## src/sv/rhsv_pkg.sv

```systemverilog
// ----------------------------------------------------------------------------
// rhsv_pkg
// Shared constants and pipeline stage types for the 8-bit RGB to HSV converter.
// ----------------------------------------------------------------------------
package rhsv_pkg;

    localparam int CHAN_W   = 8;                  // width of one color channel
    localparam int NUM_W    = 2 * CHAN_W;         // width of a dividend (x * 255)
    localparam int DEN_W    = CHAN_W + 3;         // width of 6 * d
    localparam int DIV_STEPS = CHAN_W;            // one quotient bit per stage
    localparam int TRIAL_W  = DEN_W + DIV_STEPS;  // widest shifted divisor

    localparam logic [CHAN_W-1:0] HUE_FULL         = 8'd255;
    localparam logic [CHAN_W-1:0] HUE_GREEN_OFFSET = 8'd85;
    localparam logic [CHAN_W-1:0] HUE_BLUE_OFFSET  = 8'd170;
    localparam logic [CHAN_W-1:0] HUE_Q_MAX        = 8'd42;   // 255 / 6

    // Hue sector, chosen by the largest channel
    typedef enum logic [1:0] {
        SECT_RED   = 2'd0,
        SECT_GREEN = 2'd1,
        SECT_BLUE  = 2'd2
    } sector_t;

    // After max/min search
    typedef struct packed {
        logic [CHAN_W-1:0] mx;
        logic [CHAN_W-1:0] d;
        sector_t           sector;
        logic              neg;
        logic [CHAN_W-1:0] mag;
    } front_t;

    // Carried through the divider stages
    typedef struct packed {
        logic [CHAN_W-1:0] mx;
        logic [DEN_W-1:0]  den;
        sector_t           sector;
        logic              neg;
        logic              d_zero;
        logic [NUM_W-1:0]  sat_rem;
        logic [CHAN_W-1:0] sat_q;
        logic [NUM_W-1:0]  hue_rem;
        logic [CHAN_W-1:0] hue_q;
    } div_t;

endpackage

```

## src/sv/rgb_to_hsv_8bit.sv

```systemverilog
// ----------------------------------------------------------------------------
// rgb_to_hsv_8bit
// Pipelined 8-bit RGB to HSV converter, one pixel per clock unless the output stalls.
// ----------------------------------------------------------------------------
// Usage:
//   Input channel: in_valid / in_ready with red_in, green_in, blue_in.
//   Output channel: out_valid / out_ready with hue_out, sat_out, val_out.
//   A pixel is transferred on either side when valid and ready are both high.
//
//   From input transfer to out_valid a pixel passes one stage for the
//   max/min search, one for the x*255 and 6*d products, eight restoring
//   division stages (one quotient bit each, saturation and hue side by side),
//   and one stage that applies sign, sector offset and wrap.
//   One pixel per cycle when not stalled; the eight-stage divider sets the depth.
//
//   When the receiver stalls with a result waiting, the whole pipeline holds
//   and in_ready drops; no pixel is lost or repeated. Empty stages never
//   block: while out_valid is low the pipeline keeps advancing.
//   Reset clears all stage valid bits; the pipeline comes up empty and ready.
// ----------------------------------------------------------------------------
module rgb_to_hsv_8bit (
    input  logic       clk,
    input  logic       rst_n,
    input  logic       in_valid,
    output logic       in_ready,
    input  logic [7:0] red_in,
    input  logic [7:0] green_in,
    input  logic [7:0] blue_in,
    output logic       out_valid,
    input  logic       out_ready,
    output logic [7:0] hue_out,
    output logic [7:0] sat_out,
    output logic [7:0] val_out
);

    localparam int NS = rhsv_pkg::DIV_STEPS;

    logic                      advance;

    logic                      front_valid_reg;
    rhsv_pkg::front_t          front_reg;
    rhsv_pkg::front_t          front_next;

    logic                      div_valid_reg [0:NS];
    rhsv_pkg::div_t            div_reg       [0:NS];
    rhsv_pkg::div_t            div_next      [0:NS];

    logic                      out_valid_reg;
    logic [7:0]                hue_reg;
    logic [7:0]                sat_reg;
    logic [7:0]                val_reg;
    logic [7:0]                hue_next;
    logic [7:0]                sat_next;

    // Move the whole pipeline unless a result is waiting on a stalled receiver
    assign advance  = out_ready || !out_valid_reg;
    assign in_ready = advance;

    // Find max, min, hue sector and the signed channel difference
    always_comb
    begin
        logic [7:0] mx;
        logic [7:0] mn;
        logic [8:0] diff;
        mx = red_in;
        mn = red_in;
        if (green_in > mx) mx = green_in;
        if (blue_in  > mx) mx = blue_in;
        if (green_in < mn) mn = green_in;
        if (blue_in  < mn) mn = blue_in;
        if (mx == red_in)
        begin
            front_next.sector = rhsv_pkg::SECT_RED;
            diff = {1'b0, green_in} - {1'b0, blue_in};
        end
        else if (mx == green_in)
        begin
            front_next.sector = rhsv_pkg::SECT_GREEN;
            diff = {1'b0, blue_in} - {1'b0, red_in};
        end
        else
        begin
            front_next.sector = rhsv_pkg::SECT_BLUE;
            diff = {1'b0, red_in} - {1'b0, green_in};
        end
        front_next.mx  = mx;
        front_next.d   = mx - mn;
        front_next.neg = diff[8];
        front_next.mag = diff[8] ? 8'(-diff) : diff[7:0];
    end

    // Form dividends x*255 and divisor 6*d
    always_comb
    begin
        div_next[0].mx      = front_reg.mx;
        div_next[0].den     = (11'(front_reg.d) << 2) + (11'(front_reg.d) << 1);
        div_next[0].sector  = front_reg.sector;
        div_next[0].neg     = front_reg.neg;
        div_next[0].d_zero  = (front_reg.d == 8'd0);
        div_next[0].sat_rem = (16'(front_reg.d) << 8) - 16'(front_reg.d);
        div_next[0].sat_q   = '0;
        div_next[0].hue_rem = (16'(front_reg.mag) << 8) - 16'(front_reg.mag);
        div_next[0].hue_q   = '0;
    end

    // Restoring division, one quotient bit per stage, most significant first
    for (genvar k = 0; k < NS; k++)
    begin : g_div
        localparam int SH = NS - 1 - k;
        logic [rhsv_pkg::TRIAL_W-1:0] sat_dv;
        logic [rhsv_pkg::TRIAL_W-1:0] hue_dv;
        logic [rhsv_pkg::TRIAL_W-1:0] sat_ext;
        logic [rhsv_pkg::TRIAL_W-1:0] hue_ext;

        assign sat_dv  = rhsv_pkg::TRIAL_W'(div_reg[k].mx)  << SH;
        assign hue_dv  = rhsv_pkg::TRIAL_W'(div_reg[k].den) << SH;
        assign sat_ext = rhsv_pkg::TRIAL_W'(div_reg[k].sat_rem);
        assign hue_ext = rhsv_pkg::TRIAL_W'(div_reg[k].hue_rem);

        always_comb
        begin
            div_next[k+1] = div_reg[k];
            if (sat_ext >= sat_dv)
            begin
                div_next[k+1].sat_rem   = rhsv_pkg::NUM_W'(sat_ext - sat_dv);
                div_next[k+1].sat_q[SH] = 1'b1;
            end
            if (hue_ext >= hue_dv)
            begin
                div_next[k+1].hue_rem   = rhsv_pkg::NUM_W'(hue_ext - hue_dv);
                div_next[k+1].hue_q[SH] = 1'b1;
            end
        end
    end

    // Apply sign, sector offset and red-sector wrap; gray gives zero
    always_comb
    begin
        logic [7:0] q;
        q = div_reg[NS].hue_q;
        case (div_reg[NS].sector)
            rhsv_pkg::SECT_GREEN:
                hue_next = div_reg[NS].neg ? rhsv_pkg::HUE_GREEN_OFFSET - q
                                           : rhsv_pkg::HUE_GREEN_OFFSET + q;
            rhsv_pkg::SECT_BLUE:
                hue_next = div_reg[NS].neg ? rhsv_pkg::HUE_BLUE_OFFSET - q
                                           : rhsv_pkg::HUE_BLUE_OFFSET + q;
            default:
                hue_next = (div_reg[NS].neg && q != 8'd0) ? rhsv_pkg::HUE_FULL - q : q;
        endcase
        sat_next = div_reg[NS].sat_q;
        if (div_reg[NS].d_zero)
        begin
            hue_next = '0;
            sat_next = '0;
        end
    end

    // Advance valid bits
    always_ff @(posedge clk or negedge rst_n)
    begin
        if (!rst_n)
        begin
            front_valid_reg <= 1'b0;
            for (int i = 0; i <= NS; i++)
            begin
                div_valid_reg[i] <= 1'b0;
            end
            out_valid_reg <= 1'b0;
        end
        else if (advance)
        begin
            front_valid_reg  <= in_valid;
            div_valid_reg[0] <= front_valid_reg;
            for (int i = 1; i <= NS; i++)
            begin
                div_valid_reg[i] <= div_valid_reg[i-1];
            end
            out_valid_reg <= div_valid_reg[NS];
        end
    end

    // Advance payload
    always_ff @(posedge clk)
    begin
        if (advance)
        begin
            front_reg <= front_next;
            for (int i = 0; i <= NS; i++)
            begin
                div_reg[i] <= div_next[i];
            end
            hue_reg <= hue_next;
            sat_reg <= sat_next;
            val_reg <= div_reg[NS].mx;
        end
    end

    assign out_valid = out_valid_reg;
    assign hue_out   = hue_reg;
    assign sat_out   = sat_reg;
    assign val_out   = val_reg;

    // Hue quotient never exceeds 255 / 6
    a_hue_q_range: assert property (@(posedge clk) disable iff (!rst_n)
        div_valid_reg[NS] && !div_reg[NS].d_zero |-> div_reg[NS].hue_q <= rhsv_pkg::HUE_Q_MAX)
        else $error("hue quotient out of range");

    // A colored pixel always has nonzero saturation
    a_sat_nonzero: assert property (@(posedge clk) disable iff (!rst_n)
        div_valid_reg[NS] && !div_reg[NS].d_zero |-> div_reg[NS].sat_q != 8'd0)
        else $error("zero saturation for colored pixel");

    // Final remainders lie below their divisors
    a_rem_bound: assert property (@(posedge clk) disable iff (!rst_n)
        div_valid_reg[NS] && !div_reg[NS].d_zero |->
            (div_reg[NS].sat_rem < 16'(div_reg[NS].mx)) &&
            (div_reg[NS].hue_rem < 16'(div_reg[NS].den)))
        else $error("division remainder not reduced");

    // Every accepted pixel reaches the first stage
    a_enter: assert property (@(posedge clk) disable iff (!rst_n)
        in_valid && in_ready |=> front_valid_reg)
        else $error("accepted pixel lost at pipeline entry");

    // A held output stage keeps its result
    a_hold: assert property (@(posedge clk) disable iff (!rst_n)
        !advance |=> out_valid_reg && $stable(hue_reg) && $stable(sat_reg))
        else $error("stalled result changed");

endmodule

```

## config.mk

```make
export PLATFORM = sky130hd
export DESIGN_NAME = rgb_to_hsv_8bit
export DESIGN_NICKNAME = d
export VERILOG_FILES = /design/src/sv/rhsv_pkg.sv /design/src/sv/rgb_to_hsv_8bit.sv
export SDC_FILE = /design/constraint.sdc
export NUM_CORES = 1
export LEC_CHECK = 0
export BUFFER_PORTS_ARGS = -buffer_cell sky130_fd_sc_hd__buf_2
export CORE_ASPECT_RATIO = 1.25
export CORE_UTILIZATION = 30
export CTS_CLUSTER_SIZE = 24
export DETAILED_ROUTE_END_ITERATION = 10
export GPL_TIMING_DRIVEN = 0
export PLACE_DENSITY_LB_ADDON = 0.12
export SLEW_MARGIN = 20
export SYNTH_ARGS = -nofsm -noshare
export SYNTH_HDL_FRONTEND = slang
export SYNTH_SLANG_ARGS = --single-unit
export TNS_END_PERCENT = 50
```

## constraint.sdc

```tcl
create_clock -name clk -period 36.8 [get_ports clk]
set_input_delay 5.52 -clock clk [delete_from_list [all_inputs] [get_ports clk]]
set_output_delay 5.52 -clock clk [all_outputs]
set_load 0.05 [all_outputs]
```

# Word-level counts from Yosys, hierarchy flattened
# Memory sizes are Yosys's and may differ from the RTL's.
# Cells that the tools add are included.
[word_totals] register_bits=62 ramBits=639 input_bits=28 out_inout_bits=26 wordCells=122 n_memories=1
[mem_list] memory="div_reg" depth=9 word_bits=71 read_ports=9 rd_clocked_by_memory_dff=0 wr=9 line="rgb_to_hsv_8bit.sv:45" text="rhsv_pkg::div_t div_reg [0:NS];"
[op_classes] n_addsub=29 magnitude_cmp=20 eq_ne=4 mux=44 reduce_logical=5
[ops] op="16-bit two-way mux" n=14
[ops] op="8-bit two-way mux" n=8
[ops] op="16-bit subtractor" n=3
[ops] op="16-bit by 8-bit subtractor with 16-bit output" n=3
[ops] op="17-bit two-way mux" n=2
[ops] op="16-bit by 11-bit greater-or-equal comparator with 1-bit output" n=2
[ops] op="16-bit by 12-bit greater-or-equal comparator with 1-bit output" n=2
[ops] op="16-bit by 13-bit greater-or-equal comparator with 1-bit output" n=2
[ops] op="16-bit by 14-bit greater-or-equal comparator with 1-bit output" n=2
[ops] op="16-bit by 15-bit greater-or-equal comparator with 1-bit output" n=2
[ops] op="16-bit by 11-bit subtractor with 16-bit output" n=2
[ops] op="16-bit by 12-bit subtractor with 16-bit output" n=2
[ops] op="16-bit by 13-bit subtractor with 16-bit output" n=2
[ops] op="16-bit by 14-bit subtractor with 16-bit output" n=2
[ops] op="16-bit by 15-bit subtractor with 16-bit output" n=2
[ops] op="8-bit by 8-bit subtractor with 9-bit output" n=3
[ops] op="16-bit by 18-bit greater-or-equal comparator with 1-bit output" n=1
[ops] op="9-bit two-way mux" n=2
[ops] op="16-bit by 17-bit greater-or-equal comparator with 1-bit output" n=1
[ops] op="8-bit == test" n=2
[ops] op="16-bit by 10-bit greater-or-equal comparator with 1-bit output" n=1
[ops] op="16-bit greater-or-equal comparator" n=1
[ops] op="16-bit by 8-bit greater-or-equal comparator with 1-bit output" n=1
[ops] op="16-bit by 9-bit greater-or-equal comparator with 1-bit output" n=1
[ops] op="21 further kinds" n=39

# Logic depth before layout (Yosys ltp)
[depth] word_depth=9 mapped_depth=27 depth_no_buf=27

# Worst setup path after synthesis
# Ideal clock, no wire load.
[synth_path] kind="input-to-output" start="input port out_ready" end="output port in_ready" arrival_ns=16.691 t_required_ns=31.280 path_slack_ns=14.589 cell_stages=3 n_path_buf=1 cell_sequence="nor2b_1 -> clkbuf_1 -> inv_1"
[synth_between] elab_chain_cells=1
[synth_lines] item="from (decl)" line="rgb_to_hsv_8bit.sv:30" text="input logic out_ready,"
[synth_lines] item="1-bit logical OR" line="rgb_to_hsv_8bit.sv:56" text="assign advance = out_ready || !out_valid_reg;"
[synth_lines] item="to (decl)" line="rgb_to_hsv_8bit.sv:25" text="output logic in_ready,"
# No other way between the ends.

# Final worst setup path
# Ends and elaborated chain as after synthesis.

==> reports/metrics.cfg <==
[layout]
register_area_sq_mm=0.0169
largest_reg_flops=501
drive_gt1_frac=0.0797
finalNetCount=2711
multi_input_area_sq_mm=0.0108
final_common_cell=edfxtp_1
syn_to_final_growth_pct=13.3
antenna-diode-count=0
nFillCells=9279
layout_common_cells=edfxtp_1, inv_1, ha_1

[power_and_ir_drop]
switching_share=0.366
p_leak_nw=13.1
combPwrFrac=0.430
powerDensity_mw_per_mm2=102
p_seq_frac=0.401
power_switching_mw=1.21
clockPowerShare=0.169
vdd_drop_max_uv=43.1
p_int_mw=2.10

[yosys]
synth-async-reset-ratio=0.0195
syn_area_sq_mm=0.0288
synthFlopType=edfxtp_1
synth.ff_latch_count=563
synth_edf_count=552
synth_cells=2333
yosysUniqueCellTypes=72
postSynthAreaPerCell_sq_um=12.4
seq_area_frac_synth=0.585
synth_warnings=0
syn_nets=2592

[route]
drt_iter0_drc=666
viasPerCell=4.51
vias=17000
ant_nets=0
post_drt_wl_per_cell_um=15.1
dr.pass1.iters=5
drc_errors=0
wl_mm=57.0

[setup_path]
cp.required_ns=31.28
cp-end-kind=output pin
worst_ep_arrival_time_ns=8.17
worstPathMaxFanout=108
critPathKind=in -> out
crit_path_start_kind=input port

[clock_tree]
clk_pin_slew_worst_paths_ns=0.06
clock_latency_ns=0.63
post_cts_buffers=0
clockBufferDepth=3
clock_sinks=563
root_buffer=clkbuf_16
cts_tree=done
cts_hold_buffers=0
htreeDepth=2
cts_resized=0
numCtsBuffers=58

[worst_hold_path]
holdCritPathClass=reg -> reg

[sta]
final_hold_viol_count=0
fin_skew_ns=0.0179
rsz0062_at_grt=no
setup-violations-final=0
holdWs_ns=0.415
timing.final.crit_share=0.372
slew_headroom=0.413
maxSlewViolCount=0
finalCriticalPeriod_ns=13.69
max_freq_ghz=0.0731
tightest_slew_ns=0.855
setup_tns_ns=0

[global_routing]
grt_usage=0.117
grt_antenna_before_repair=0
grt_max_degree=112
gr-total-overflow=0
first_global_vias=18100
grt_pass1_wl_mm=91.4

[floorplan]
num_rows=126
die_area_sq_mm=0.0973
die_h_um=349
num_io_pins=54
initial_utilization=0.304
die_x_um=279
coreArea_sq_mm=0.0947

[job]
drv_cap=0

[placed_design]
place.gp.congestion=0.839
portBuffers=53
dpl.hpwl_mm=43.2

[run_status]
outcome=finished, final reports clean

stage by stage:
stage	instance area [sq um]	instances	setup slack (ns)	power, mW	util
after CTS	32600	3777	23.01	3.38	0.345
final	32600	3777	23.11	3.31	0.345
after floorplan	28800	2333	14.59	2.48	-
after global placement	30700	3666	8.54	2.85	0.324
after global routing	32600	3777	22.81	3.59	0.345
after detailed placement	30800	3672	23.01	2.79	0.326
cells by family (layout without fill, tap and decap cells):
logic type / after synthesis / count (layout) / share of synthesized area
compound gates: 507 / 507 / 0.108
mux: 44 / 44 / 0.0171
buf+inv: 310 / 474 / 0.0410
simple gates: 488 / 488 / 0.0864
xor+xnor: 190 / 190 / 0.0580
flops: 563 / 563 / 0.585
fa+ha+maj: 231 / 231 / 0.105
layer usage:
metal | up-vias | global-route usage | part of all wire
met5 | - | 0 | 0
met4 | 0 | 0.0532 | 0.041
met3 | 110 | 0.0185 | 0.030
met2 | 243 | 0.239 | 0.56
met1 | 8036 | 0.112 | 0.37
li1 | 8646 | - | -
path summary, 6_finish.rpt:
kind,startpoint,to,slack (ns),cells after the start
max,out_ready,in_ready,23.11,8
min reg2reg,div_reg[0][428],div_reg[0][499],0.41,0
min in group asynchronous,rst_n,div_valid_reg[2],4.75,1
min,div_reg[0][428],div_reg[0][499],0.41,0
max reg2reg,div_reg[0][267],div_reg[0][300],32.89,16
max in group asynchronous,rst_n,div_valid_reg[0],31.85,1
final cells by class:
type,count,area share
clock inverter,39,0.00970
timing repair buffer,59,0.0126
clock buffer,66,0.0454
inverter,268,0.0310
multi-input combinational,1460,0.331
buffer,42,0.00537
sequential,563,0.516
tap,1280,0.0491
worst max-delay path, stage by stage:
cell and delay, ns:
buf_2 0.07, nor2b_1 0.06, clkbuf_1 0.31, inv_8 0.49, buf_16 0.44, buf_16 0.40
buf_16 0.33, buf_2 0.34
power by group through the flow:
stage	sequential (mW)	clock [mW]	combinational [mW]
6_report	1.33	0.559	1.43
3_3_place_gp	1.45	0	1.40
2_1_floorplan	1.40	0	1.08
5_1_grt	1.37	0.604	1.62
4_1_cts	1.34	0.584	1.45
3_5_place_dp	1.35	0	1.45
synthesized netlist by cell type, types with 4 or more instances:
cell	n	area, sq um
a211oi_1	12	90.1
a21o_1	106	796
a21oi_1	195	976
a221oi_1	5	43.8
a31oi_1	8	50.1
and2_1	7	43.8
clkbuf_1	36	135
dfrtp_1	11	275
edfxtp_1	552	16600
fa_1	19	380
ha_1	212	2650
inv_1	268	1010
mux2_2	28	315
mux2i_1	14	140
nand2_1	73	274
nand2b_1	51	319
nand3_1	30	150
nand4_1	21	131
nand4b_1	7	61.3
nor2_1	154	578
nor2b_1	50	313
nor3_1	27	135
nor4_1	27	169
o211ai_1	4	30.0
o21a_1	9	67.6
o21ai_0	105	526
o21bai_1	21	158
o31ai_1	4	30.0
or2_2	7	43.8
or3_1	12	75.1
or4_1	6	45.0
xnor2_1	137	1200
xor2_1	52	455
Note: power is estimated with default switching activity, not from simulation.
